`src/rtl/fcsk_pkg.sv`:
```
package fcsk_pkg;

  localparam int unsigned LANES      = 4;
  localparam int unsigned WIDTH      = 32;
  localparam int unsigned FRAC_BITS  = 16;
  localparam int unsigned NUM_FIELDS = 4;

  localparam int unsigned TDATA_W    = NUM_FIELDS * WIDTH;
  localparam int unsigned KIND_W     = 2;
  localparam int unsigned CFG_IDX_W  = 2;

  // gain lies in [0, 1.0], so one bit above the fraction
  localparam int unsigned K_W        = FRAC_BITS + 1;
  localparam int unsigned DIVIDEND_W = WIDTH + FRAC_BITS;
  localparam int unsigned CNT_W      = $clog2(DIVIDEND_W + 1);

  localparam logic [K_W-1:0]   ONE_FIX       = K_W'(1) << FRAC_BITS;
  localparam logic [WIDTH-1:0] MEAS_NOISE_RST = WIDTH'(65536);
  localparam logic [WIDTH-1:0] PROC_NOISE_RST = WIDTH'(6554);
  localparam logic [WIDTH-1:0] INIT_COV_RST   = WIDTH'(65536);

  typedef enum logic [KIND_W-1:0] {
    KIND_PREDICT = 2'd0,
    KIND_UPDATE  = 2'd1,
    KIND_INIT    = 2'd2
  } kind_e;

  typedef enum logic [CFG_IDX_W-1:0] {
    REG_MEAS_NOISE = 2'd0,
    REG_PROC_NOISE = 2'd1,
    REG_INIT_COV   = 2'd2
  } reg_idx_e;

  typedef enum logic [1:0] {
    OP_NONE,
    OP_PREDICT,
    OP_LOAD,
    OP_CORRECT
  } lane_op_e;

  typedef enum logic [1:0] {
    L_IDLE,
    L_DIV,
    L_MUL,
    L_APPLY
  } lane_state_e;

  typedef enum logic {
    TOP_IDLE,
    TOP_BUSY
  } top_state_e;

  typedef struct packed {
    logic [WIDTH-1:0] meas_noise;
    logic [WIDTH-1:0] proc_noise;
    logic [WIDTH-1:0] init_cov;
  } cfg_t;

  typedef struct packed {
    logic              start;
    lane_op_e          op;
    logic [WIDTH-1:0]  z;
  } lane_cmd_t;

  typedef struct packed {
    logic              busy;
    logic [WIDTH-1:0]  est;
  } lane_stat_t;

endpackage

```
`src/rtl/fcsk_div.sv`:
```
module fcsk_div (
  input  logic                               clk_i,
  input  logic                               rst_ni,
  input  logic                               start_i,
  input  logic [fcsk_pkg::DIVIDEND_W-1:0]    dividend_i,
  input  logic [fcsk_pkg::WIDTH:0]           divisor_i,
  output logic                               done_o,
  output logic [fcsk_pkg::DIVIDEND_W-1:0]    quotient_o
);
  import fcsk_pkg::*;

  logic                  busy_q, busy_d;
  logic                  done_q, done_d;
  logic [CNT_W-1:0]      cnt_q, cnt_d;
  logic [WIDTH:0]        rem_q, rem_d;
  logic [WIDTH:0]        dvs_q, dvs_d;
  logic [DIVIDEND_W-1:0] quo_q, quo_d;
  logic [WIDTH+1:0]      rem_sh;
  logic                  fits;

  // restoring division, one quotient bit per cycle
  always_comb begin
    rem_sh = {rem_q, quo_q[DIVIDEND_W-1]};
    fits   = (rem_sh >= {1'b0, dvs_q});
    busy_d = busy_q;
    done_d = 1'b0;
    cnt_d  = cnt_q;
    rem_d  = rem_q;
    dvs_d  = dvs_q;
    quo_d  = quo_q;
    if (start_i) begin
      busy_d = 1'b1;
      cnt_d  = CNT_W'(DIVIDEND_W);
      rem_d  = '0;
      dvs_d  = divisor_i;
      quo_d  = dividend_i;
    end else if (busy_q) begin
      rem_d = fits ? (WIDTH+1)'(rem_sh - {1'b0, dvs_q}) : rem_sh[WIDTH:0];
      quo_d = {quo_q[DIVIDEND_W-2:0], fits};
      cnt_d = cnt_q - CNT_W'(1);
      if (cnt_q == CNT_W'(1)) begin
        busy_d = 1'b0;
        done_d = 1'b1;
      end
    end
  end

  always_ff @(posedge clk_i or negedge rst_ni) begin
    if (!rst_ni) begin
      busy_q <= 1'b0;
      done_q <= 1'b0;
      cnt_q  <= '0;
    end else begin
      busy_q <= busy_d;
      done_q <= done_d;
      cnt_q  <= cnt_d;
    end
  end

  always_ff @(posedge clk_i) begin
    rem_q <= rem_d;
    dvs_q <= dvs_d;
    quo_q <= quo_d;
  end

  assign done_o     = done_q;
  assign quotient_o = quo_q;

endmodule

```
`src/rtl/fcsk_lane.sv`:
```
module fcsk_lane (
  input  logic                   clk_i,
  input  logic                   rst_ni,
  input  fcsk_pkg::cfg_t         cfg_i,
  input  fcsk_pkg::lane_cmd_t    cmd_i,
  output fcsk_pkg::lane_stat_t   stat_o
);
  import fcsk_pkg::*;

  lane_state_e              state_q, state_d;
  logic [WIDTH-1:0]         est_q, est_d;
  logic [WIDTH-1:0]         cov_q, cov_d;
  logic [WIDTH:0]           mag_q, mag_d;
  logic                     neg_q, neg_d;
  logic [K_W-1:0]           k_q, k_d;
  logic [K_W+WIDTH:0]       corr_prod_q, corr_prod_d;
  logic [K_W+WIDTH-1:0]     cov_prod_q, cov_prod_d;

  logic [WIDTH:0]           sum_s;
  logic [WIDTH:0]           pred_sum;
  logic [WIDTH:0]           innov;
  logic [WIDTH:0]           est_new;
  logic [WIDTH:0]           corr;
  logic                     div_start;
  logic                     div_done;
  logic [DIVIDEND_W-1:0]    div_quo;
  logic                     correct_go;

  assign sum_s    = {1'b0, cov_q} + {1'b0, cfg_i.meas_noise};
  assign pred_sum = {1'b0, cov_q} + {1'b0, cfg_i.proc_noise};
  assign innov    = {cmd_i.z[WIDTH-1], cmd_i.z} - {est_q[WIDTH-1], est_q};
  assign corr     = corr_prod_q[FRAC_BITS +: (WIDTH + 1)];
  assign est_new  = neg_q ? ({est_q[WIDTH-1], est_q} - corr)
                          : ({est_q[WIDTH-1], est_q} + corr);

  // a zero innovation variance leaves the lane untouched
  assign correct_go = cmd_i.start && (cmd_i.op == OP_CORRECT) && (sum_s != '0);

  fcsk_div u_div (
    .clk_i      (clk_i),
    .rst_ni     (rst_ni),
    .start_i    (div_start),
    .dividend_i ({cov_q, {FRAC_BITS{1'b0}}}),
    .divisor_i  (sum_s),
    .done_o     (div_done),
    .quotient_o (div_quo)
  );

  always_comb begin
    state_d = state_q;
    case (state_q)
      L_IDLE:  if (correct_go) state_d = L_DIV;
      L_DIV:   if (div_done) state_d = L_MUL;
      L_MUL:   state_d = L_APPLY;
      L_APPLY: state_d = L_IDLE;
      default: state_d = L_IDLE;
    endcase
  end

  always_comb begin
    div_start   = (state_q == L_IDLE) && correct_go;
    stat_o.busy = (state_q != L_IDLE);
    stat_o.est  = est_q;
  end

  always_comb begin
    est_d       = est_q;
    cov_d       = cov_q;
    mag_d       = mag_q;
    neg_d       = neg_q;
    k_d         = k_q;
    corr_prod_d = corr_prod_q;
    cov_prod_d  = cov_prod_q;
    case (state_q)
      L_IDLE: begin
        if (cmd_i.start) begin
          case (cmd_i.op)
            OP_PREDICT: cov_d = pred_sum[WIDTH] ? '1 : pred_sum[WIDTH-1:0];
            OP_LOAD: begin
              est_d = cmd_i.z;
              cov_d = cfg_i.init_cov;
            end
            OP_CORRECT: begin
              neg_d = innov[WIDTH];
              mag_d = innov[WIDTH] ? (WIDTH+1)'(-innov) : innov;
            end
            default: ;
          endcase
        end
      end
      L_DIV: begin
        if (div_done) begin
          k_d = (div_quo > DIVIDEND_W'(ONE_FIX)) ? ONE_FIX : div_quo[K_W-1:0];
        end
      end
      L_MUL: begin
        corr_prod_d = (K_W+WIDTH+1)'(k_q) * (K_W+WIDTH+1)'(mag_q);
        cov_prod_d  = (K_W+WIDTH)'(ONE_FIX - k_q) * (K_W+WIDTH)'(cov_q);
      end
      L_APPLY: begin
        est_d = est_new[WIDTH-1:0];
        cov_d = cov_prod_q[FRAC_BITS +: WIDTH];
      end
      default: ;
    endcase
  end

  always_ff @(posedge clk_i or negedge rst_ni) begin
    if (!rst_ni) begin
      state_q <= L_IDLE;
      est_q   <= '0;
      cov_q   <= '0;
    end else begin
      state_q <= state_d;
      est_q   <= est_d;
      cov_q   <= cov_d;
    end
  end

  always_ff @(posedge clk_i) begin
    mag_q       <= mag_d;
    neg_q       <= neg_d;
    k_q         <= k_d;
    corr_prod_q <= corr_prod_d;
    cov_prod_q  <= cov_prod_d;
  end

endmodule

```
`config.mk`:
```
export PLATFORM = sky130hd
export DESIGN_NAME = fcsk_lane
export DESIGN_NICKNAME = d
export VERILOG_FILES = /design/src/rtl/fcsk_pkg.sv /design/src/rtl/fcsk_div.sv /design/src/rtl/fcsk_lane.sv
export SDC_FILE = /design/constraint.sdc
export NUM_CORES = 2
export LEC_CHECK = 0
export BUFFER_PORTS_ARGS = -buffer_cell sky130_fd_sc_hd__buf_2
export CAP_MARGIN = 20
export CELL_PAD_IN_SITES_DETAIL_PLACEMENT = 1
export CELL_PAD_IN_SITES_GLOBAL_PLACEMENT = 1
export CORE_AREA = 2 2 338 340
export CTS_BUF_LIST = sky130_fd_sc_hd__clkbuf_8
export CTS_CLUSTER_DIAMETER = 150
export DETAILED_ROUTE_END_ITERATION = 10
export DIE_AREA = 0 0 340 342
export PLACE_DENSITY = 0.81
export SLEW_MARGIN = 30
export SYNTH_ARGS = -nofsm -noshare
export SYNTH_HDL_FRONTEND = slang
export SYNTH_SLANG_ARGS = --single-unit
```
`constraint.sdc`:
```
create_clock -name clk_i -period 9.4 [get_ports clk_i]
set_input_delay 1.88 -clock clk_i [delete_from_list [all_inputs] [get_ports clk_i]]
set_output_delay 1.88 -clock clk_i [all_outputs]
set_load 0.05 [all_outputs]
```
After elaboration in Yosys (flattened, before gate mapping)
Index checks and enable logic that the tools add are counted.
{ "word_totals": {"register_bits": 335, "latchBits": 0, "ram_bits": 0, "romBits": 0, "in_bits": 133, "out_inout_bits": 33, "word_cells": 77, "memories": 0} }
{ "op_classes": {"n_addsub": 9, "multipliers": 2, "div": 0, "n_lt_le_gt_ge": 2, "eq_ne": 12, "shifts": 0, "muxes": 23, "bitwise_logic": 0, "n_reduce_logical": 13} }
{ "op_table": {"columns": ["cell", "n"], "rows": [
  ["two-way mux 32 bit", 6],
  ["case mux 32 bit (2 select lines)", 3],
  ["two-way mux 48 bit", 2],
  ["adder 32 x 32 -> 33 bit", 2],
  ["> comparator 48 x 17 -> 1 bit (second input constant)", 1],
  ["multiplier 17 x 33 -> 48 bit", 1],
  ["multiplier 18 x 33 -> 48 bit", 1],
  [">= comparator 34 x 33 -> 1 bit", 1],
  ["two-way mux 33 bit", 1],
  ["negation 33 bit", 1],
  ["nonzero test 33 bit", 1],
  ["subtractor 32 x 32 -> 33 bit", 1],
  ["subtractor 33 bit", 1],
  ["adder 32 bit", 1],
  ["subtractor 32 bit", 1],
  ["subtractor 17 x 17 -> 18 bit (first input constant)", 1],
  ["two-way mux 6 bit", 2],
  ["AND reduction 3 bit", 3],
  ["== test 2 bit (second input constant)", 4],
  ["case mux 2 bit (4 select lines)", 1],
  ["== test 6 x 1 -> 1 bit (second input constant)", 1],
  ["two-way mux 1 bit", 6],
  ["nonzero test 2 bit", 3],
  ["subtractor 6 x 1 -> 6 bit (second input constant)", 1],
  ["8 further kinds", 15]
]} }

Longest topological paths before layout
{ "depth": {"word_depth": 5, "mapped_depth": 33, "mapped_depth_nobuf": 31} }

By module
From an unflattened synthesis, not the netlist that was laid out.
{ "unflattened": {"cells_unflattened": 6203, "area_unflattened_um2": 55530.8} }
{ "by_module_without_submodules": {"columns": ["module", "instances", "cells_each", "area_each_um2", "seq_area_each_um2"], "rows": [
  ["fcsk_lane", 1, 5567, 48736.7, 5104.9],
  ["fcsk_div", 1, 636, 6794.0, 3293.2]
]} }

Worst setup path after synthesis
OpenSTA, ideal clock, no wires.
{ "synth_path": {"kind": "register to register", "startpoint": "reg k_q[0]", "endpoint": "reg cov_prod_q[47] (data pin)", "setup_time_ns": 0.280, "t_arrival_ns": 7.727, "slack_ns": 1.393, "stages_incl_launch_ff": 34, "path_buffers": 3, "period_less_slack_ns": 8.007, "cell_sequence": "edfxtp_1 clkbuf_1 clkbuf_1 inv_1 ha_1 inv_1 or3_1 xor2_1 clkbuf_1 nand2_1 fa_1 inv_1 fa_1 inv_1 fa_1 inv_1 fa_1 inv_1 fa_1 inv_1 fa_1 ha_1 o21ai_0 a211oi_1 o211ai_1 nand3_1 a31oi_1 nor2b_1 a21o_1 a21o_1 a31oi_1 o21ai_0 nor4bb_1 a211oi_1"} }
{ "synth_via": {"elab_chain_cells": 2} }
{ "synth_rtl": {"columns": ["element", "line", "text"], "rows": [
  ["start: declaration", "fcsk_lane.sv:15", "logic [K_W-1:0] k_q, k_d;"],
  ["start signal: assignment", "fcsk_lane.sv:123", "k_q <= k_d;"],
  ["subtractor 17 x 17 -> 18 bit", "fcsk_lane.sv:98", "cov_prod_d = (K_W+WIDTH)'(ONE_FIX - k_q) * (K_W+WIDTH)'(cov_q);"],
  ["multiplier 18 x 33 -> 48 bit", "fcsk_lane.sv:98", null],
  ["end signal: assignment", "fcsk_lane.sv:125", "cov_prod_q <= cov_prod_d;"],
  ["end: declaration", "fcsk_lane.sv:17", "logic [K_W+WIDTH-1:0] cov_prod_q, cov_prod_d;"]
]} }
No other way between the ends.
A chain may end at the register's enable or synchronous reset.

Final worst setup path
{ "layout_path": {"startpoint": "reg k_q[3]", "endpoint": "reg cov_prod_q[43] (data pin)"} }
Same word-level chain as after synthesis.

==> flow_summary.json <==
{
  "synth_ff_type": "edfxtp_1",
  "syn-cell-area_sq_um": 55800,
  "antenna_found_initial": 4,
  "ctsHoldBuffers": 0,
  "synth_top_area_cell": "fa_1",
  "dieArea_sq_um": 116000,
  "via_count": 45100,
  "worstPathRequired_ps": 9850,
  "async_reset_ff_share_pct": 24.4,
  "min_period_ps": 8950,
  "synth_area_leaders": "fa_1 34%, edfxtp_1 9.7%, ha_1 9.4%",
  "io_buffers": 165,
  "clock_latency_ps": 710,
  "syn2layout_area_growth_pct": 6.70,
  "core_area_sq_um": 113000,
  "drt_wl_total_mm": 180,
  "max_freq_mhz": 112,
  "dieWidth_um": 340,
  "min-delay-path-class": "reg -> reg",
  "synth-edff-count": 180,
  "drc": 0,
  "num-fill-cells": 13300,
  "path_class": "reg -> reg",
  "cts_buffer_depth": 3,
  "fin_skew_ps": 48.5,
  "drt_pass1_iterations": 5,
  "ys_types": 103,
  "grt_overflow": 0,
  "synth-xor-area-share_pct": 4.11,
  "yosys-mux-area-fraction_pct": 0.875,
  "synth-compound-area-share_pct": 9.74,
  "yosys_warnings": 0,
  "fin_nets": 7851,
  "fin_crit_sh_pct": 95.2,
  "clkTransAtPathRegs_ps": 70,
  "synth.avg_cell_area_sq_um": 8.78,
  "relSlewSlack_pct": 28.5,
  "yosysTopAreaCellShare_pct": 33.9,
  "critPathMaxFanout": 24,
  "worstMarginPinSlew_ps": 1070,
  "wl_per_cell_um": 22.8,
  "gp_congestion": 0.930,
  "cts_setup_buffers": 0,
  "htreeDepth": 2,
  "cp_slowest_cell": "fa_1",
  "cts_sinks": 303,
  "critPathMostFrequentCell": "fa_1",
  "grt_pass1_wl_mm": 287,
  "grt_util_all_layers_pct": 31.6,
  "outcome": "completed",
  "drive_gt1_share_pct": 7.06,
  "grt_max_degree": 101,
  "synth_top_family_by_area": "adder cells",
  "cts_tree": "built",
  "first_iter_violations": 2460,
  "synthAdderAreaFrac_pct": 43.3,
  "yosysMostFrequentCell": "inv_1",
  "setup_violations": 0,
  "cts_buffers": 53,
  "worstPathArrival_ps": 9400,
  "rows": 124,
  "syn_nets": 7847,
  "avgViaCountPerCell": 5.70,
  "ant_nets": 0,
  "synth_top_cells_by_count": "1210 x inv_1, 1052 x nand2_1, 945 x fa_1",
  "yosysSeqAreaShare_pct": 14.8,
  "whs_ps": 516,
  "max_stage_delay_ps": 590,
  "ios": 166,
  "cp-end-kind": "flop",
  "yosys.area_share.simple_pct": 16.8,
  "initial_utilization_pct": 49.3,
  "finalHoldViolCount": 0,
  "root_buffer": "clkbuf_8",
  "syn_inst": 6351,
  "dp_hpwl_mm": 142,
  "slew_viol_final": 0,
  "synth_seq_cells": 303,
  "die_h_um": 342,
  "max_cap_viol_count": 0,
  "grt_pass1_vias": 51800,
  "cp-start-kind": "flop"
}
sequential cells by signal, summed over array words and instances, names as in the netlist:
register and flops:
est_q 32, u_div.done_o 1, u_div.rem_q 33, state_q 2, u_div.cnt_q 6, neg_q 1
u_div.busy_q 1, cov_prod_q 32, k_q 17, corr_prod_q 32, u_div.quotient_o 48, mag_q 33
u_div.dvs_q 33, cov_q 32
cell type report:
type	count	area, sq um	share of cell area, %
multi-input cells	4516	42000	70.5
flip-flops and latches	303	8240	13.8
inverters	1212	4550	7.64
well taps	1512	1890	3.18
repair buffers	269	1700	2.85
clock buffers	63	867	1.46
clock inverters	36	287	0.481
diodes	4	10.0	0.0168
cells in the final DEF, fill, tap and decap left out, types with 32 or more instances in the layout:
| cell | n |
|---|---|
| a21o_1 | 99 |
| a21oi_1 | 208 |
| and2_1 | 324 |
| buf_2 | 164 |
| buf_4 | 98 |
| clkbuf_8 | 63 |
| dfrtp_1 | 72 |
| dfxtp_1 | 49 |
| edfxtp_1 | 180 |
| fa_1 | 945 |
| ha_1 | 416 |
| inv_1 | 1222 |
| mux2i_1 | 45 |
| nand2_1 | 1052 |
| nand2b_1 | 40 |
| nand3_1 | 93 |
| nor2_1 | 252 |
| nor2b_1 | 44 |
| nor3_1 | 55 |
| nor4_1 | 32 |
| o211ai_1 | 36 |
| o21a_1 | 44 |
| o21ai_0 | 166 |
| xnor2_1 | 170 |
| xor2_1 | 76 |
cells by family after synthesis:
kind of cell	count (synthesis)
xor gates and xnor gates	261
buffers and inverters	1532
and+or+nand+nor	2029
muxes	48
adders and majority gates	1363
DFF	303
AOI/OAI and AO/OA	815
metrics by stage:
step / setup slack, ps / utilization (%) / area [sq um] / std cells / TNS [ps]
2_1_floorplan: 1390 / - / 55800 / 6351 / 0
3_3_place_gp: 385 / 51.5 / 58200 / 7808 / 0
3_5_place_dp: -4.34 / 51.5 / 58200 / 7809 / -4.34
4_1_cts: 52.3 / 52.5 / 59400 / 7908 / 0
5_1_grt: -24.7 / 52.6 / 59500 / 7912 / -24.7
6_report: 450 / 52.6 / 59500 / 7915 / 0
routing by layer:
layer	global-route usage (%)	part of all wire, %	vias to the layer above
met5	0	0.015	-
met3	3.53	4.5	573
met4	18.5	6.8	4
met1	35.9	37	23300
li1	-	-	19800
met2	57.4	51	1356
path summary, 6_finish.rpt:
check | slack [ps] | to | depth (start not counted) | start
max in group asynchronous | 7000 | u_div.busy_q | 2 | rst_ni
setup / recovery | 450 | cov_prod_q[43] | 31 | k_q[3]
min in group asynchronous | 1130 | est_q[1] | 1 | rst_ni
hold reg to reg | 520 | cov_q[8] | 2 | cov_prod_q[24]
setup reg to reg | 450 | cov_prod_q[43] | 31 | k_q[3]
hold / removal | 520 | cov_q[8] | 2 | cov_prod_q[24]
critical path: cells and delay by family (launching register included):
family                     cells  cell delay (ps)
adders and majority gates      7             3410
and+or+nand+nor                9             1940
AOI/OAI and AO/OA              8             1820
buffers and inverters          5              700
xor gates and xnor gates       2              420
DFF                            1              420
what timing repair did:
action / 4_1_cts / 5_1_grt
gates cloned: 0 / 0
setup endpoints to repair: 2 / 10
gates resized for setup: 1 / 8
Power is not shown: default switching activity piles up to over one toggle a cycle in this logic, so the estimate is an artifact.
